## config.mk

```make
export PLATFORM = sky130hd
export DESIGN_NAME = weighted_image_sum_core
export DESIGN_NICKNAME = d
export VERILOG_FILES = /design/src/hw/rtl/wis_pkg.sv /design/src/hw/rtl/wis_lane.sv /design/src/hw/rtl/wis_merge.sv /design/src/hw/rtl/wis_div.sv /design/src/hw/rtl/weighted_image_sum_core.sv
export SDC_FILE = /design/constraint.sdc
export NUM_CORES = 2
export LEC_CHECK = 0
export CAP_MARGIN = 20
export CORE_ASPECT_RATIO = 1.1
export CORE_UTILIZATION = 54
export CTS_CLUSTER_SIZE = 20
export DETAILED_ROUTE_END_ITERATION = 12
export DONT_BUFFER_PORTS = 1
export PLACE_DENSITY = 0.68
export SYNTH_ARGS = -nofsm -noshare
export SYNTH_HDL_FRONTEND = slang
export SYNTH_HIERARCHICAL = 1
export SYNTH_SLANG_ARGS = --single-unit
```

## constraint.sdc

```tcl
create_clock -name clk_i -period 5.5 [get_ports clk_i]
set_clock_uncertainty 0.1 [all_clocks]
set_input_delay 0.825 -clock clk_i [delete_from_list [all_inputs] [get_ports clk_i]]
set_output_delay 0.825 -clock clk_i [all_outputs]
set_load 0.02 [all_outputs]
```

## src/hw/rtl/wis_pkg.sv

```systemverilog
`timescale 1ns / 1ps
`default_nettype none
package wis_pkg;

  // Pixel fields carried by one input word.
  localparam int unsigned FieldImages   = 4;
  localparam int unsigned ImageCountDef = 4;

  localparam int unsigned PixW    = 8;
  localparam int unsigned WeightW = 16;
  // signed 16 x unsigned 8 fits in 24 signed bits
  localparam int unsigned ProdW   = 24;
  // sum of up to four products, total of up to four weights
  localparam int unsigned SumW    = 27;
  localparam int unsigned TotW    = 19;
  // quotient bits, divisor magnitude, dividend magnitude
  localparam int unsigned QuoW    = 8;
  localparam int unsigned DivW    = 18;
  localparam int unsigned MagW    = DivW + QuoW;

  localparam int unsigned InDataW  = FieldImages * PixW;
  localparam int unsigned OutDataW = 16;

  localparam int unsigned CfgIdxW  = 3;
  localparam int unsigned CfgDataW = 16;

  // Register indexes
  localparam logic [CfgIdxW-1:0] RegWeightA   = 3'd0;
  localparam logic [CfgIdxW-1:0] RegWeightB   = 3'd1;
  localparam logic [CfgIdxW-1:0] RegWeightC   = 3'd2;
  localparam logic [CfgIdxW-1:0] RegWeightD   = 3'd3;
  localparam logic [CfgIdxW-1:0] RegNormalize = 3'd4;

  // Divisor used when normalization is off or the weight total is zero:
  // drops the eight fraction bits of Q8.8.
  localparam logic signed [TotW-1:0] FracDivisor = 19'sd256;

  localparam logic [PixW-1:0] PixMax = 8'd255;
  localparam logic [PixW-1:0] PixMin = 8'd0;

  typedef struct packed {
    logic signed [SumW-1:0] sum;
    logic signed [TotW-1:0] divisor;
  } div_req_t;

endpackage
`default_nettype wire

```

## src/hw/rtl/wis_lane.sv

```systemverilog
`timescale 1ns / 1ps
`default_nettype none
module wis_lane (
  input  wire logic                                 clk_i,
  input  wire logic                                 en_i,
  input  wire logic signed [wis_pkg::WeightW-1:0]   weight_i,
  input  wire logic        [wis_pkg::PixW-1:0]      pixel_i,
  output logic signed      [wis_pkg::ProdW-1:0]     prod_o
);

  logic signed [wis_pkg::ProdW:0]   prod_full;
  logic signed [wis_pkg::ProdW-1:0] prod_d, prod_q;

  always_comb begin
    prod_full = weight_i * $signed({1'b0, pixel_i});
    prod_d    = prod_full[wis_pkg::ProdW-1:0];
  end

  always_ff @(posedge clk_i) begin
    if (en_i) begin
      prod_q <= prod_d;
    end
  end

  assign prod_o = prod_q;

endmodule
`default_nettype wire

```

## src/hw/rtl/wis_merge.sv

```systemverilog
`timescale 1ns / 1ps
`default_nettype none
module wis_merge #(
  parameter int unsigned LaneCount = wis_pkg::FieldImages
) (
  input  wire logic                                clk_i,
  input  wire logic                                rst_ni,
  input  wire logic                                valid_i,
  output logic                                     ready_o,
  input  wire logic signed [wis_pkg::ProdW-1:0]    prods_i   [LaneCount],
  input  wire logic signed [wis_pkg::WeightW-1:0]  weights_i [LaneCount],
  input  wire logic                                normalize_i,
  output logic                                     valid_o,
  input  wire logic                                ready_i,
  output wis_pkg::div_req_t                        req_o
);

  logic                   valid_q;
  logic signed [wis_pkg::SumW-1:0] sum;
  logic signed [wis_pkg::TotW-1:0] total;
  wis_pkg::div_req_t      req_d, req_q;

  assign ready_o = !valid_q || ready_i;

  always_comb begin
    sum   = '0;
    total = '0;
    for (int l = 0; l < LaneCount; l++) begin
      sum   = sum + wis_pkg::SumW'(prods_i[l]);
      total = total + wis_pkg::TotW'(weights_i[l]);
    end
    req_d.sum     = sum;
    req_d.divisor = (normalize_i && total != '0) ? total : wis_pkg::FracDivisor;
  end

  always_ff @(posedge clk_i or negedge rst_ni) begin
    if (!rst_ni) begin
      valid_q <= 1'b0;
    end else if (ready_o) begin
      valid_q <= valid_i;
    end
  end

  always_ff @(posedge clk_i) begin
    if (ready_o && valid_i) begin
      req_q <= req_d;
    end
  end

  assign valid_o = valid_q;
  assign req_o   = req_q;

endmodule
`default_nettype wire

```

## src/hw/rtl/wis_div.sv

```systemverilog
`timescale 1ns / 1ps
`default_nettype none
module wis_div (
  input  wire logic                       clk_i,
  input  wire logic                       rst_ni,
  input  wire logic                       valid_i,
  output logic                            ready_o,
  input  wire wis_pkg::div_req_t          req_i,
  output logic                            valid_o,
  input  wire logic                       ready_i,
  output logic [wis_pkg::PixW-1:0]        pixel_o,
  output logic                            clamped_o
);

  localparam int unsigned Stages = wis_pkg::QuoW + 1;

  // stage 0 takes magnitudes, stages 1..QuoW each settle one quotient bit
  logic                          valid_q [Stages];
  logic                          neg_q   [Stages];
  logic                          over_q  [Stages];
  logic [wis_pkg::MagW-1:0]      rem_q   [Stages];
  logic [wis_pkg::DivW-1:0]      dv_q    [Stages];
  logic [wis_pkg::QuoW-1:0]      quo_q   [Stages];
  logic                          rdy     [Stages+1];

  logic                          out_valid_q;
  logic [wis_pkg::PixW-1:0]      pix_q, pix_d;
  logic                          clamp_q, clamp_d;

  assign rdy[Stages] = !out_valid_q || ready_i;
  assign ready_o     = rdy[0];

  // Stage 0: signs and magnitudes, early overflow test
  logic signed [wis_pkg::SumW-1:0] s_abs;
  logic signed [wis_pkg::TotW-1:0] d_abs;
  logic [wis_pkg::MagW-1:0]        s_mag;
  logic [wis_pkg::DivW-1:0]        d_mag;

  always_comb begin
    s_abs = req_i.sum[wis_pkg::SumW-1] ? -req_i.sum : req_i.sum;
    d_abs = req_i.divisor[wis_pkg::TotW-1] ? -req_i.divisor : req_i.divisor;
    s_mag = s_abs[wis_pkg::MagW-1:0];
    d_mag = d_abs[wis_pkg::DivW-1:0];
  end

  assign rdy[0] = !valid_q[0] || rdy[1];

  always_ff @(posedge clk_i or negedge rst_ni) begin
    if (!rst_ni) begin
      valid_q[0] <= 1'b0;
    end else if (rdy[0]) begin
      valid_q[0] <= valid_i;
    end
  end

  always_ff @(posedge clk_i) begin
    if (rdy[0] && valid_i) begin
      neg_q[0]  <= req_i.sum[wis_pkg::SumW-1] ^ req_i.divisor[wis_pkg::TotW-1];
      over_q[0] <= s_mag >= {d_mag, {wis_pkg::QuoW{1'b0}}};
      rem_q[0]  <= s_mag;
      dv_q[0]   <= d_mag;
      quo_q[0]  <= '0;
    end
  end

  // Restoring steps, most significant quotient bit first
  for (genvar j = 1; j < Stages; j++) begin : g_step
    localparam int unsigned Bit = wis_pkg::QuoW - j;
    logic [wis_pkg::MagW-1:0] shifted;
    logic                     take;
    logic [wis_pkg::QuoW-1:0] quo_d;

    always_comb begin
      shifted    = wis_pkg::MagW'(dv_q[j-1]) << Bit;
      take       = rem_q[j-1] >= shifted;
      quo_d      = quo_q[j-1];
      quo_d[Bit] = take;
    end

    assign rdy[j] = !valid_q[j] || rdy[j+1];

    always_ff @(posedge clk_i or negedge rst_ni) begin
      if (!rst_ni) begin
        valid_q[j] <= 1'b0;
      end else if (rdy[j]) begin
        valid_q[j] <= valid_q[j-1];
      end
    end

    always_ff @(posedge clk_i) begin
      if (rdy[j] && valid_q[j-1]) begin
        neg_q[j]  <= neg_q[j-1];
        over_q[j] <= over_q[j-1];
        rem_q[j]  <= take ? rem_q[j-1] - shifted : rem_q[j-1];
        dv_q[j]   <= dv_q[j-1];
        quo_q[j]  <= quo_d;
      end
    end
  end

  // Clamp: negative nonzero quotients go to 0, large positive ones to 255
  always_comb begin
    pix_d   = quo_q[Stages-1];
    clamp_d = 1'b0;
    if (neg_q[Stages-1]) begin
      pix_d   = wis_pkg::PixMin;
      clamp_d = over_q[Stages-1] || (quo_q[Stages-1] != '0);
    end else if (over_q[Stages-1]) begin
      pix_d   = wis_pkg::PixMax;
      clamp_d = 1'b1;
    end
  end

  always_ff @(posedge clk_i or negedge rst_ni) begin
    if (!rst_ni) begin
      out_valid_q <= 1'b0;
    end else if (rdy[Stages]) begin
      out_valid_q <= valid_q[Stages-1];
    end
  end

  always_ff @(posedge clk_i) begin
    if (rdy[Stages] && valid_q[Stages-1]) begin
      pix_q   <= pix_d;
      clamp_q <= clamp_d;
    end
  end

  assign valid_o   = out_valid_q;
  assign pixel_o   = pix_q;
  assign clamped_o = clamp_q;

  a_div_nonzero: assert property (@(posedge clk_i) disable iff (!rst_ni)
    valid_q[0] |-> dv_q[0] != '0)
    else $error("zero divisor entered the quotient pipeline");

  a_rem_bound: assert property (@(posedge clk_i) disable iff (!rst_ni)
    (valid_q[Stages-1] && !over_q[Stages-1]) |->
      rem_q[Stages-1] < wis_pkg::MagW'(dv_q[Stages-1]))
    else $error("final remainder not below divisor");

  a_clamp_edge: assert property (@(posedge clk_i) disable iff (!rst_ni)
    (out_valid_q && clamp_q) |-> (pix_q == wis_pkg::PixMin || pix_q == wis_pkg::PixMax))
    else $error("clamped word not at a range limit");

endmodule
`default_nettype wire

```

## src/hw/rtl/weighted_image_sum_core.sv

```systemverilog
`timescale 1ns / 1ps
`default_nettype none
// Weighted blend of co-located pixels: each input word carries one 8-bit pixel per
// image, each lane multiplies its pixel by a signed Q8.8 weight, and the merge stage
// adds the products. With normalize set and a nonzero weight total the sum is divided
// by that total, otherwise by 256, truncating toward zero; the result is clamped to
// 0..255 and the clamp is flagged. One word is accepted every clock while the output
// is taken. The pipeline registers are lane multiply, merge add, sign stage, eight
// pipelined quotient-bit stages and output register. The pipelined quotient unit, one
// bit per stage, sets the rate. Write the weights and normalize only while idle.
module weighted_image_sum_core #(
  parameter int unsigned ImageCount = wis_pkg::ImageCountDef
) (
  input  wire logic                             clk_i,
  input  wire logic                             rst_ni,
  input  wire logic                             cfg_we_i,
  input  wire logic [wis_pkg::CfgIdxW-1:0]      cfg_idx_i,
  input  wire logic [wis_pkg::CfgDataW-1:0]     cfg_wdata_i,
  input  wire logic                             s_axis_tvalid,
  output logic                                  s_axis_tready,
  // pixel_a, pixel_b, pixel_c, pixel_d
  input  wire logic [wis_pkg::InDataW-1:0]      s_axis_tdata,
  output logic                                  m_axis_tvalid,
  input  wire logic                             m_axis_tready,
  // blended_pixel, clamped, zero fill
  output logic [wis_pkg::OutDataW-1:0]          m_axis_tdata
);

  localparam int unsigned LaneCount =
    (ImageCount < wis_pkg::FieldImages) ? ImageCount : wis_pkg::FieldImages;

  logic signed [wis_pkg::WeightW-1:0] weight_q [LaneCount];
  logic                               normalize_q;

  always_ff @(posedge clk_i or negedge rst_ni) begin
    if (!rst_ni) begin
      for (int l = 0; l < LaneCount; l++) begin
        weight_q[l] <= '0;
      end
      normalize_q <= 1'b1;
    end else if (cfg_we_i) begin
      for (int l = 0; l < LaneCount; l++) begin
        if (cfg_idx_i == wis_pkg::CfgIdxW'(wis_pkg::RegWeightA + l)) begin
          weight_q[l] <= $signed(cfg_wdata_i);
        end
      end
      if (cfg_idx_i == wis_pkg::RegNormalize) begin
        normalize_q <= cfg_wdata_i[0];
      end
    end
  end

  // Lane stage
  logic lane_valid_q;
  logic lane_ready;
  logic merge_ready;
  logic lane_load;
  logic signed [wis_pkg::ProdW-1:0] prod [LaneCount];

  assign lane_ready    = !lane_valid_q || merge_ready;
  assign s_axis_tready = lane_ready;
  assign lane_load     = lane_ready && s_axis_tvalid;

  always_ff @(posedge clk_i or negedge rst_ni) begin
    if (!rst_ni) begin
      lane_valid_q <= 1'b0;
    end else if (lane_ready) begin
      lane_valid_q <= s_axis_tvalid;
    end
  end

  for (genvar l = 0; l < LaneCount; l++) begin : g_lane
    wis_lane u_lane (
      .clk_i    (clk_i),
      .en_i     (lane_load),
      .weight_i (weight_q[l]),
      .pixel_i  (s_axis_tdata[l*wis_pkg::PixW +: wis_pkg::PixW]),
      .prod_o   (prod[l])
    );
  end

  logic              merge_valid;
  logic              div_ready;
  wis_pkg::div_req_t div_req;

  wis_merge #(
    .LaneCount (LaneCount)
  ) u_merge (
    .clk_i       (clk_i),
    .rst_ni      (rst_ni),
    .valid_i     (lane_valid_q),
    .ready_o     (merge_ready),
    .prods_i     (prod),
    .weights_i   (weight_q),
    .normalize_i (normalize_q),
    .valid_o     (merge_valid),
    .ready_i     (div_ready),
    .req_o       (div_req)
  );

  logic [wis_pkg::PixW-1:0] blended_pixel;
  logic                     clamped;

  wis_div u_div (
    .clk_i     (clk_i),
    .rst_ni    (rst_ni),
    .valid_i   (merge_valid),
    .ready_o   (div_ready),
    .req_i     (div_req),
    .valid_o   (m_axis_tvalid),
    .ready_i   (m_axis_tready),
    .pixel_o   (blended_pixel),
    .clamped_o (clamped)
  );

  assign m_axis_tdata = {{(wis_pkg::OutDataW - wis_pkg::PixW - 1){1'b0}},
                         clamped, blended_pixel};

  // An empty output register lets ready ripple back through every stage.
  a_ready_when_drained: assert property (@(posedge clk_i) disable iff (!rst_ni)
    !m_axis_tvalid |-> s_axis_tready)
    else $error("input stalled with empty output register");

endmodule
`default_nettype wire

```

==> run summary <==
Routability-driven placement finished with a final weighted congestion of 0.986. The number of diodes is 0. The total core area came out at 96,300 µm². The slowest stage of the critical path is the sky130_fd_sc_hd__fa_1 cell. The clock input transition at the sequential cells of the worst setup and hold paths came out at roughly 60 ps. Following the worst setup path forward leads to its endpoint at g_lane[1].u_lane/prod_o[20]. The sequential element share of the synthesized area came out at 35.3%. The final worst-path setup slack came out at roughly 440 ps.

After legalization and detailed placement, the total HPWL measured 100 mm. The synthesized netlist devotes 12.2% of its cell area to simple gates. The clock reaches the later pin of the worst-skew pair after between 600 and 700 ps. The relative area change from synthesis to final layout came out at 7.72%. The most prevalent standard cell on the critical path is sky130_fd_sc_hd__fa_1. Measured along the x axis, the die boundary spans 300 µm. In the routed layout, each cell is associated on average with a via count of 5.52.

The endpoint of the lowest-slack register-to-register path is g_lane[1].u_lane/prod_o[20]. The starting DRC count in detailed routing is 1,687. The initial antenna violation count came to 2. The worst setup path is captured at a flop. Wires add up to 123 mm. After detailed placement, the design holds a cell count of 6,221.

The die covers around 99,000 µm². The critical path in this run is classified as flop to flop. In the final routed layout, each cell accounts on average for 19.3 µm.

The count of non-filler cells in the finished layout came out at 6,361. The critical path starts at weight_q[47]. Traced cell by cell, the critical path runs through nand2_1, fa_1, inv_1, fa_1, fa_1, inv_1, fa_1, inv_1, ha_1, nand2_1, o21bai_1, o21ai_0, a32oi_1, xor2_1. The post-synthesis area per instance is 10.6 µm².

In the synthesized netlist the dominant register cell turns out to be sky130_fd_sc_hd__edfxtp_1. After detailed routing, the number of remaining DRC violations is 0. The largest total area in the synthesized netlist belongs to sky130_fd_sc_hd__edfxtp_1.

The number of different library cells in the post-synthesis netlist came out at ~110. The first-pass GRT wire length came out at between 150 and 200 mm. The height of the chip came out at 330 µm. Final hold analysis gives a worst-case slack of 210 ps. The count of buffers added on input and output ports is 0.

The count of clock tree sinks came out at 634. The synthesized instance count is approximately 5,000. The kind of start point of the critical path is a flop.

The number of flops mapped to enable cells by yosys came out at 557. The number of placement rows came out at 119. CTS built an H-tree with a depth of 3. The pin count of the biggest net entering global routing came out at 78.

The minimum clock period came out at slightly above 5000 ps. The number of resized instances in the post-cts repair step came out at 0. The final-layout setup total negative slack is 0 ps. The I/O pin count came out at 74.

The length of the first detailed-routing pass in iterations came out at 6. The root buffer cell chosen for the clock tree is sky130_fd_sc_hd__clkbuf_16. The total congestion overflow after global routing came out at 0. After Yosys synthesis, full adders, half adders and majority gates account for 27.9% of the synthesized area. The share of synthesized area spent on multiplexers is 2.39%. The compound-gate portion of the synthesized area is 10.0%. The number of slew-limit violations in the final report is 0.

Setup repair after global routing left no endpoint under its margin. For the pin with the worst max-slew slack, the measured transition is 1240 ps. The final-report hold violation count was 0. STA puts the critical path data arrival time at 5330 ps. The maximum operating frequency came out at 198 MHz. Counting the fill cells in the layout gives 8,067. The critical path data required time came out at ~5800 ps. By area, the combinational part of the netlist is dominated by adder cells. The overall routing resource usage is 25.5%. The buffer depth of the longest clock path is 3.

The post-synthesis cell area is 52,800 µm². The worst register-to-register path begins at weight_q[47]. The hold buffer count at CTS came out at 2. The proportion of layout cells with a drive suffix above 1 came out at slightly below 7%. The number of cells traversed by the worst register-to-register path is 14. The proportion of register bits with asynchronous set or reset after synthesis is 12.1%.

Headroom to the max-slew limit came out at 16.9%. The initial core utilization came out at 54.9%. After layout, the worst path uses 92.0% of the clock period. Setup violations remaining at the end of the flow were counted as 0.

The portion of synthesized cell area occupied by the leading cell type came out at 31.7%. Across all register-to-register paths, the minimum setup slack is 440 ps. Of the total synthesized cell area, the portion taken by XOR and XNOR cells is 4.69%. The largest driver fanout on the critical path is 11. The delay of the slowest cell on the worst path is 670 ps.

TritonCTS built the clock tree. Buffers inserted during clock tree synthesis total 73. The post-synthesis register bit count came out at between 600 and 700. The count of nets left with antenna violations once routing finished came out at 0.

The number of nets in the layout is 5,972. The number of global-route vias before repair is between 30,000 and 40,000. The number of max-cap violations came out at 0. The run finished with clean final reports. The min-delay analysis places its worst path in the category input pin to flop. The worst slack after detailed placement is just over 300 ps.

The overall via count from detail_route is 35,100. The count of warnings emitted by yosys came out at 6. By area the synthesized netlist is led by sky130_fd_sc_hd__edfxtp_1 (32%), sky130_fd_sc_hd__fa_1 (19%), sky130_fd_sc_hd__ha_1 (9.4%), sky130_fd_sc_hd__inv_1 (6.7%), sky130_fd_sc_hd__dfrtp_1 (3.6%). The post-CTS setup repair buffer count is 0.
cell usage in the layout (no fill, tap or decap), drive strengths merged, types with 22 or more instances in the layout:
| cell | instances |
|---|---|
| and2 | 261 |
| dfrtp | 76 |
| clkinv | 28 |
| o21ai | 154 |
| o21a | 42 |
| mux2 | 106 |
| a31oi | 28 |
| nand3 | 40 |
| o31ai | 27 |
| o21bai | 22 |
| xnor2 | 183 |
| buf | 48 |
| nor3 | 45 |
| inv | 946 |
| nor2 | 209 |
| a21oi | 257 |
| edfxtp | 557 |
| and3 | 28 |
| nor4 | 26 |
| nand2b | 42 |
| a21o | 93 |
| o211ai | 31 |
| clkbuf | 89 |
| or3 | 23 |
| nand2 | 437 |
| nand4 | 32 |
| ha | 396 |
| xor2 | 100 |
| nor2b | 37 |
| fa | 489 |
metrics by stage:
stage               util (%)  instance area, µm²
finish                  59.1               56900
global route            59.1               56900
CTS                     59.0               56900
detailed placement      56.5               54400
global placement        56.4               54400
floorplan                  -               52900
sequential cells by signal, indices dropped and copies added (netlist names):
| signal | cells |
|---|---|
| u_div/rem_q | 208 |
| u_div/dv_q | 144 |
| g_lane.u_lane/prod_o | 96 |
| weight_q | 64 |
| u_merge/req_o | 46 |
| u_div/quo_q | 36 |
| u_div/neg_q | 9 |
| u_div/over_q | 9 |
| u_div/valid_q | 9 |
| u_div/pixel_o | 8 |
| lane_valid_q | 1 |
| normalize_q | 1 |
| u_div/clamped_o | 1 |
| u_div/valid_o | 1 |
| u_merge/valid_o | 1 |
synth_stat cells, drive strengths merged (7+ instances only):
| library cell | number |
|---|---|
| inv | 940 |
| edfxtp | 557 |
| fa | 489 |
| nand2 | 437 |
| ha | 396 |
| and2 | 261 |
| a21oi | 257 |
| nor2 | 209 |
| xnor2 | 183 |
| o21ai | 154 |
| mux2 | 106 |
| xor2 | 100 |
| a21o | 93 |
| dfrtp | 76 |
| clkbuf | 56 |
| nor3 | 45 |
| nand2b | 42 |
| o21a | 42 |
| nand3 | 40 |
| nor2b | 37 |
| nand4 | 32 |
| buf | 31 |
| o211ai | 31 |
| a31oi | 28 |
| and3 | 28 |
| o31ai | 27 |
| nor4 | 26 |
| or3 | 23 |
| o21bai | 22 |
| a211oi | 21 |
| or2 | 18 |
| o31a | 16 |
| nand4b | 13 |
| or4 | 13 |
| a2111oi | 11 |
| a311oi | 9 |
| a31o | 8 |
| and4 | 8 |
| nand3b | 8 |
| nor3b | 8 |
| a21boi | 7 |
| mux2i | 7 |
per-layer routing:
| layer | global-route usage, % | wire length [µm] | vias up |
|---|---|---|---|
| met5 | 0 | 11 | - |
| met2 | 49.4 | 67100 | 687 |
| li1 | - | - | 16700 |
| met4 | 13.9 | 7030 | 2 |
| met1 | 26.6 | 44800 | 17500 |
| met3 | 2.71 | 3880 | 266 |
critical path, delay by kind of cell (launching register included):
family / cells / cell delay (ps)
DFF: 1 / 640
AOI/OAI and AO/OA: 3 / 800
and+or+nand+nor: 2 / 330
buffers and inverters: 3 / 220
adders and majority gates: 5 / 2600
xor gates and xnor gates: 1 / 90
area by class of cell:
cell class / count / area, µm² / share of cell area (%)
Clock buffer: 89 / 1900 / 3.33
Clock inverter: 46 / 552 / 0.969
Inverter: 940 / 3530 / 6.20
Multi-Input combinational cell: 3333 / 30300 / 53.2
Sequential cell: 634 / 18700 / 32.8
Tap cell: 1270 / 1590 / 2.79
Timing Repair Buffer: 49 / 425 / 0.747
how the worst min path moves through the flow:
stage	slack, ps	depth (start not counted)	start	to
final	210	1	s_axis_tvalid	lane_valid_q
after global routing	190	1	s_axis_tvalid	lane_valid_q
after CTS	180	1	s_axis_tvalid	lane_valid_q
after detailed placement	310	0	u_div/over_q[1][3]	u_div/over_q[2][0]
after global placement	300	0	u_div/quo_q[1][30]	u_div/quo_q[2][6]
after floorplan	300	0	u_div/neg_q[0][0]	u_div/neg_q[0][1]
kinds of logic (layout without fill, tap and decap cells):
| kind of cell | after synthesis | after routing |
|---|---|---|
| DFF | 634 | 634 |
| adders and majority gates | 885 | 885 |
| xor gates and xnor gates | 283 | 283 |
| muxes | 113 | 113 |
| AOI/OAI and AO/OA | 782 | 782 |
| other | 1 | 7 |
| and+or+nand+nor | 1263 | 1263 |
| buffers and inverters | 1027 | 1124 |
Power is not shown: default switching activity piles up to over one toggle a cycle in this logic, so the estimate is an artifact.
